$ cat src/hdl/gyro_bias_noise_drift_calibrator_macros.svh
// Assertion macros for the gyro bias, noise and drift calibrator.
// Included by the top level; depends on nothing else.
`ifndef GYRO_BIAS_NOISE_DRIFT_CALIBRATOR_MACROS_SVH
`define GYRO_BIAS_NOISE_DRIFT_CALIBRATOR_MACROS_SVH

// Same-cycle implication, disabled during reset.
`define GBC_ASSERT_NOW(label, clk, rst_n, ante, cons, msg) \
    label: assert property (@(posedge clk) disable iff (!rst_n) (ante) |-> (cons)) \
        else $error(msg);

// Next-cycle implication, disabled during reset.
`define GBC_ASSERT_NEXT(label, clk, rst_n, ante, cons, msg) \
    label: assert property (@(posedge clk) disable iff (!rst_n) (ante) |=> (cons)) \
        else $error(msg);

`endif

$ cat src/hdl/gbc_pkg.sv
// Shared types, codes and constants of the gyro bias, noise and drift calibrator.
// Used by the channel interfaces, the arithmetic unit and the top level.
package gbc_pkg;

    localparam int MAX_SAMPLES_DEF = 1024;
    localparam int MS_TO_US        = 1000;
    localparam int AR_W            = 64;
    localparam int PADDR_W         = 4;
    localparam logic [22:0] DRIFT_MAX = 23'h7FFFFF;

    localparam logic [15:0] STABLE_WAIT_RST = 16'd1000;
    localparam logic [15:0] PERIOD_RST      = 16'd30000;
    localparam logic [10:0] LIMIT_RST       = 11'd1000;

    localparam logic [1:0] REG_STABLE_WAIT = 2'd0;
    localparam logic [1:0] REG_PERIOD      = 2'd1;
    localparam logic [1:0] REG_LIMIT       = 2'd2;
    localparam logic [1:0] REG_BYPASS      = 2'd3;

    typedef enum logic [1:0] {
        OP_SAMPLE = 2'd0,
        OP_FAIL   = 2'd1,
        OP_REDO   = 2'd2,
        OP_NONE   = 2'd3
    } t_op;

    typedef enum logic [2:0] {
        PH_WAIT_STREAM = 3'd0,
        PH_FAILED      = 3'd1,
        PH_WAIT_STABLE = 3'd2,
        PH_MEASURE     = 3'd3,
        PH_COMPLETE    = 3'd4,
        PH_TEST        = 3'd5
    } t_phase;

    typedef enum logic [4:0] {
        S_IDLE, S_CTRL, S_DRIFT, S_RD, S_ACC,
        S_BIAS_GO, S_BIAS_WAIT, S_N2_GO, S_N2_WAIT, S_SQ_GO, S_SQ_WAIT,
        S_NN_GO, S_NN_WAIT, S_VAR_GO, S_VAR_WAIT, S_DR_GO, S_DR_WAIT,
        S_NEXT_AX, S_EMIT
    } t_state;

    typedef enum logic {
        AOP_MUL = 1'b0,
        AOP_DIV = 1'b1
    } t_aop;

    typedef struct packed {
        logic              start;
        t_aop              op;
        logic [AR_W-1:0]   a;
        logic [AR_W-1:0]   b;
    } t_arith_req;

    typedef struct packed {
        logic              busy;
        logic              done;
        logic [AR_W-1:0]   result;
    } t_arith_rsp;

    typedef struct packed {
        logic [1:0]         operation;
        logic signed [15:0] gyro_x;
        logic signed [15:0] gyro_y;
        logic signed [15:0] gyro_z;
        logic [15:0]        delta_us;
        logic               is_stable;
    } t_in_item;

    typedef struct packed {
        logic [2:0]         phase;
        logic               done_res;
        logic signed [23:0] bias_x;
        logic signed [23:0] bias_y;
        logic signed [23:0] bias_z;
        logic [22:0]        drift_peak;
        logic [37:0]        noise_variance;
    } t_out_item;

endpackage

$ cat src/hdl/gbc_arith.sv
// Shared bit-serial arithmetic unit: shift-add multiply and restoring divide.
// Both give 64-bit results modulo 2^64; depends on gbc_pkg.
module gbc_arith (
    input  logic                i_clk,
    input  logic                i_rst_n,
    input  gbc_pkg::t_arith_req i_req,
    output gbc_pkg::t_arith_rsp o_rsp
);
    import gbc_pkg::*;

    localparam int CNT_W = $clog2(AR_W);

    logic             r_busy;
    logic             r_done;
    t_aop             r_op;
    logic [CNT_W-1:0] r_cnt;
    logic [AR_W-1:0]  r_acc;
    logic [AR_W-1:0]  r_x;
    logic [AR_W-1:0]  r_y;
    logic [AR_W:0]    r_rem;

    logic [AR_W:0]    rem_sh;
    logic             fits;

    assign rem_sh = {r_rem[AR_W-1:0], r_x[AR_W-1]};
    assign fits   = rem_sh >= {1'b0, r_y};

    always_ff @(posedge i_clk) begin
        if (!i_rst_n) begin
            r_busy <= 1'b0;
            r_done <= 1'b0;
            r_cnt  <= '0;
        end else begin
            r_done <= 1'b0;
            if (i_req.start && !r_busy) begin
                r_busy <= 1'b1;
                r_cnt  <= CNT_W'(AR_W - 1);
            end else if (r_busy) begin
                r_cnt <= r_cnt - 1'b1;
                if (r_cnt == '0) begin
                    r_busy <= 1'b0;
                    r_done <= 1'b1;
                end
            end
        end
    end

    always_ff @(posedge i_clk) begin
        if (i_req.start && !r_busy) begin
            r_op  <= i_req.op;
            r_acc <= '0;
            r_x   <= i_req.a;
            r_y   <= i_req.b;
            r_rem <= '0;
        end else if (r_busy) begin
            r_x <= r_x << 1;
            if (r_op == AOP_MUL) begin
                if (r_y[0]) begin
                    r_acc <= r_acc + (r_x);
                end
                r_y <= r_y >> 1;
            end else begin
                r_acc <= {r_acc[AR_W-2:0], fits};
                r_rem <= fits ? (rem_sh - {1'b0, r_y}) : rem_sh;
            end
        end
    end

    assign o_rsp.busy   = r_busy;
    assign o_rsp.done   = r_done;
    assign o_rsp.result = r_acc;

endmodule
$ cat config.mk
export PLATFORM = sky130hd
export DESIGN_NAME = gbc_arith
export DESIGN_NICKNAME = d
export VERILOG_FILES = /design/src/hdl/gyro_bias_noise_drift_calibrator_macros.svh /design/src/hdl/gbc_pkg.sv /design/src/hdl/gbc_arith.sv
export SDC_FILE = /design/constraint.sdc
export NUM_CORES = 1
export LEC_CHECK = 0
export ABC_CLOCK_PERIOD_IN_PS = 6600
export BUFFER_PORTS_ARGS = -buffer_cell sky130_fd_sc_hd__buf_2
export CORE_MARGIN = 2
export CORE_UTILIZATION = 65
export DETAILED_ROUTE_END_ITERATION = 16
export GPL_TIMING_DRIVEN = 0
export PLACE_DENSITY = 0.89
export SLEW_MARGIN = 20
export SYNTH_ARGS = -nofsm -noshare
export SYNTH_HDL_FRONTEND = slang
export SYNTH_SLANG_ARGS = --single-unit
$ cat constraint.sdc
create_clock -name i_clk -period 6.6 [get_ports i_clk]
set_clock_uncertainty 0.2 [all_clocks]
set_input_delay 1.32 -clock i_clk [delete_from_list [all_inputs] [get_ports i_clk]]
set_output_delay 1.32 -clock i_clk [all_outputs]
set_load 0.1 [all_outputs]
## Yosys cells after proc, flatten, opt, wreduce, memory -nomap -nowiden

Cells that the tools add are included.

- Input port bits: 132
- Word-level logic and storage cells: 38
- Output and inout port bits: 66
- Bits in registers: 265

- Mux-type cells: 14
- $lt $le $gt $ge: 1
- Reductions and logical operators: 9
- Add/sub/neg operators: 3
- Bitwise operators: 2
- Equality and inequality tests: 1

Operators by type and width:

| kind | number |
|---|---|
| $mux 64 | 8 |
| $ge 65x64->1 | 1 |
| $add 64x64->64 | 1 |
| $sub 64x64->64 | 1 |
| $mux 6 | 2 |
| $logic_not 6->1 | 1 |
| $reduce_and 2->1 | 3 |
| $sub 6x1->6 const B | 1 |
| $mux 1 | 4 |
| $reduce_bool 2->1 | 2 |
| $reduce_or 3->1 | 1 |
| $ne 2x1->1 const B | 1 |
| $not 1->1 | 2 |
| $logic_and 1x1->1 | 1 |
| $logic_not 1->1 | 1 |

## Depth between registers and ports, before layout

- Depth in word-level cells: 4
- Depth in mapped cells: 15
- Mapped depth without buffers: 14

## Worst setup path after synthesis

No wires, ideal clock.

- Path kind: input to register
- Start point: in i_req[129] in the netlist's numbering
- End point: reg r_y[0] (enable)
- Path slack: 1,835 ps
- Data required time: 5,914 ps
- Arrival time: 4,078 ps
- Cell stages on the path: 2
- Path buffers: 0
- Setup time: 486 ps
- Cells stage by stage: nor2_1 -> nor2_1

- Cells in the longest elaborated chain, start to end: 3
- Elaborated cells on any way between the ends: 4
- Those cells by class: eq/ne: 1; reduce/logical: 3

RTL lines:

| element | RTL line | source |
|---|---|---|
| start: declaration | gbc_arith.sv:6 | `input gbc_pkg::t_arith_req i_req,` |
| $logic_and 1x1->1 (*) | gbc_arith.sv:49 | `if (i_req.start && !r_busy) begin` |
| $ne 2x1->1 (no source line) or $reduce_bool 2->1 (tied branches) | -- |  |
| $reduce_and 2->1 (no source line) (*) | -- |  |
| end signal: assignment | gbc_arith.sv:53 | `r_y <= i_req.b;` |
| end signal: assignment | gbc_arith.sv:61 | `r_y <= r_y >> 1;` |
| end: declaration | gbc_arith.sv:19 | `logic [AR_W-1:0] r_y;` |

Every way passes the cells marked *; elsewhere a longest branch is shown, timed or not.
A chain may end at the register's enable or synchronous reset.

## Worst setup path in the final report

- Start point: reg r_y[1]
- End point: reg r_rem[59]

- Cells in the longest elaborated chain, start to end: 2
- Elaborated cells on any way between the ends: 3
- Those cells by class: add/sub: 1; order compare: 1; mux: 1

RTL lines:

| element | RTL line | source |
|---|---|---|
| $sub 64x64->64 or $ge 65x64->1 (tied branches) | gbc_arith.sv:64, gbc_arith.sv:26 |  |
| $mux 64 (*) | gbc_arith.sv:64 | `r_rem <= fits ? (rem_sh - {1'b0, r_y}) : rem_sh;` |
| end signal: assignment | gbc_arith.sv:64 |  |
| end: declaration | gbc_arith.sv:20 | `logic [AR_W:0] r_rem;` |

Marks and branches as above.

==> qor.yml <==
yosys:
  synth-seq-cells: 265
  synth_fa_ha_area_share_pct: 8.626
  syn_inst: 2398
  yosys-top-cells-area: "edfxtp_1 (20%), dfxtp_1 (14%), nand2_1 (9.7%)"
  syn-num-nets: 2661
  syn_area_um2: 19180
  synthMuxAreaShare_pct: 0.1044
  synth_top_family_by_area: "compound AO/OA/AOI/OAI gates"
  synth_edf_count: 129
  seq_area_frac_synth_pct: 34.40
  synthXorXnorAreaFrac_pct: 5.253
  synth-compound-area-share_pct: 26.40
  post-synth-top-area-fraction_pct: 20.20
  ys_types: 94
  yosys.area_share.simple_pct: 19.22
  synth-main-ff-cell: "dfxtp_1"
  synth.avg_cell_area_um2: 7.997
  ys_warn_count: 0
  synth_top_cell_by_area: "edfxtp_1"
  async_flop_share_pct: 0
clock_network:
  cts_setup_buffers: 0
  cts_tree: "done"
  cts_buffers: 30
  cts_resized: 0
  clk_pin_slew_ns: 0.06
  worstSkewPairLatency_ns: 0.57
  cts_root_buf: "clkbuf_16"
  htree_levels: 1
  postCtsHoldBufs: 0
  cts_sinks: 265
  cts_max_path_buffers: 3
global_routing:
  grt_overflow: 0
  grt_max_degree: 49
  grt_pass1_wl_um: 95360
  first_global_vias: 18557
  grt_use_total_pct: 38.30
  antenna_found_initial: 2
die:
  start_util_pct: 66.45
  io_pins: 198
  die_width_um: 175.8
  die-area_um2: 30890
  num_rows: 62
  core_um2: 28860
  die_h_um: 175.8
power_and_ir_drop:
  power_frac_seq_pct: 28.5
  p_sw_mw: 3.634
  swShare_pct: 45.45
  internal_power_mw: 4.361
  p_leak_nw: 9.623
  clock_power_share_pct: 22.3
  total_power_mw: 7.994
  power.density_nw_per_um2: 366.9
  p_comb_share_pct: 49.1
  ir_drop_mv: 0.2866
setup_path:
  ff2ff_setup_slack_ns: 2.47
  max_stage_delay_ns: 0.59
  critPathCaptureType: "register"
  crit_type: "register to register"
  crit_slowest_cell: "a41oi_1"
  critPathBufInv: 3
  crit_arrival_ns: 4.36
  cp_max_fo: 10
  critPathTopFamily: "compound AO/OA/AOI/OAI gates"
  worstSetupStartpointType: "register"
  crit_chain: "inv_1, ha_1, nor2b_1, o21ai_1, a21oi_1, o21bai_1, a41oi_1, a21oi_2, o31ai_4, inv_2, clkbuf_1, a32oi_1, o21ai_0"
  worstPathRequired_ns: 6.84
drt:
  vias_per_cell: 6.346
  dr.pass1.iters: 8
  drc: 0
  num_vias: 19286
  postRouteAntennaNets: 0
  wl_per_cell_um: 20.05
  drt_iter0_markers: 2034
  wl_um: 60940
placed_design:
  routabilityCongestion: 0.9906
  port_buffers: 197
  dp_hpwl_um: 45800
  postPlaceCellArea_um2: 20730
timing:
  setup_viol: 0
  slew_violations: 0
  slew_headroom_pct: 26.67
  period_share_pct: 62.51
  fmaxAchievable_mhz: 242.4
  rsz0062_at_grt: "false"
  tightest_slew_ns: 1.100
  fin_hold_ws_ns: 0.2826
  hold_violations: 0
  fin_setup_tns_ns: 0
  period_minus_slack_ns: 4.126
status:
  status: "finished, final reports clean"
layout:
  final_nets: 2893
  drive_gt1_share_pct: 12.74
  final_cell_area_um2: 21790
  final_util_pct: 75.51
  area_growth_pct: 13.64
min_path:
  hold_class: "register to register"
run:
  maxCapViolations: 0
## per-stage QoR
step / setup WS, ns / instances
floorplan: 1.836 / 2398
global placement: 0.5139 / 2979
detailed placement: 2.701 / 2982
CTS: 2.642 / 3038
global route: 2.302 / 3038
finish: 2.474 / 3039
## path summary, 6_finish.rpt
| kind | startpoint | endpoint | cells after the start |
|---|---|---|---|
| max | r_y[1] | r_rem[59] | 13 |
| max reg2reg | r_y[1] | r_rem[59] | 13 |
| min reg2reg | r_cnt[2] | r_cnt[2] | 1 |
| min | r_cnt[2] | r_cnt[2] | 1 |
## area by class of cell
type | instances | area, um2
multi-input combinational | 1869 | 11440
fill | 2263 | 7067
sequential | 265 | 6596
timing repair buffer | 200 | 1061
clock buffer | 47 | 980.9
buffer | 150 | 721.9
tap | 384 | 480.5
inverter | 114 | 430.4
clock inverter | 9 | 80.08
antenna | 1 | 2.502
## worst register-to-register path, stage by stage, from the launching register on
cell,delay (ns)
edfxtp_1,0.39
inv_1,0.07
ha_1,0.37
nor2b_1,0.23
o21ai_1,0.12
a21oi_1,0.31
o21bai_1,0.13
a41oi_1,0.59
a21oi_2,0.26
o31ai_4,0.38
inv_2,0.15
clkbuf_1,0.37
a32oi_1,0.31
o21ai_0,0.12
## sequential cells by signal, indices dropped and copies added, names as in the netlist
register,cells
r_acc,64
r_rem,64
r_x,64
r_y,64
r_cnt,6
r_busy,1
r_done,1
r_op,1
## synthesized netlist by cell type, types with 5 or more instances
library cell and number:
o21a_1 24, a31oi_1 29, nand2b_1 18, buf_2 12, o21ai_1 11, buf_4 12, a221oi_1 6, o21bai_1 36
a311oi_1 39, clkbuf_1 107, a32oi_1 8, dfxtp_1 136, or3_1 8, a211oi_1 20, and3_1 18, nand4_1 47
edfxtp_1 129, and4_1 6, buf_6 11, nor4_1 8, o22ai_1 7, o21ai_0 196, and2_1 11, nor3_1 15
xor2_1 40, ha_1 129, nand2_1 495, nor2b_1 13, nor2_1 150, inv_1 111, nand3_1 37, a21oi_2 5
xnor2_1 75, o211ai_1 38, or2_2 6, a21oi_1 215, a21o_1 74
## power groups by stage
stage                     Clock [mW]  Sequential (mW)  Combinational, mW
final                           1.79             2.28               3.93
after global routing            1.83             2.30               4.23
after CTS                       1.78             2.27               3.84
after detailed placement           0             2.30               3.80
after global placement             0             2.30               3.72
after floorplan                    0             2.75               2.43
## metal layers
metal / global-route usage, % / wire, um / vias to the layer above
met5: 0 / 0 / -
met4: 20.90 / 3689 / 0
met3: 5.952 / 5076 / 275
met2: 64.07 / 27910 / 1057
met1: 47.53 / 24270 / 8903
li1: - / - / 9051
## cells in the final DEF, fill, tap and decap left out, drive strengths merged, types with 40 or more instances in the layout
cell type and n:
nor2 151, a21o 75, buf 239, clkbuf 158
inv 116, ha 129, dfxtp 136, a21oi 220
nand4 48, o21ai 208, xor2 40, nand2 495
xnor2 75, edfxtp 129
## kinds of logic after synthesis
group,count (synthesis)
AO/OA/AOI/OAI,773
AND/OR/NAND/NOR,848
buffers and inverters,264
adder cells (fa/ha/maj),131
flip-flops,265
XOR/XNOR,115
multiplexers,2
Note: power is estimated with default switching activity, not from simulation.
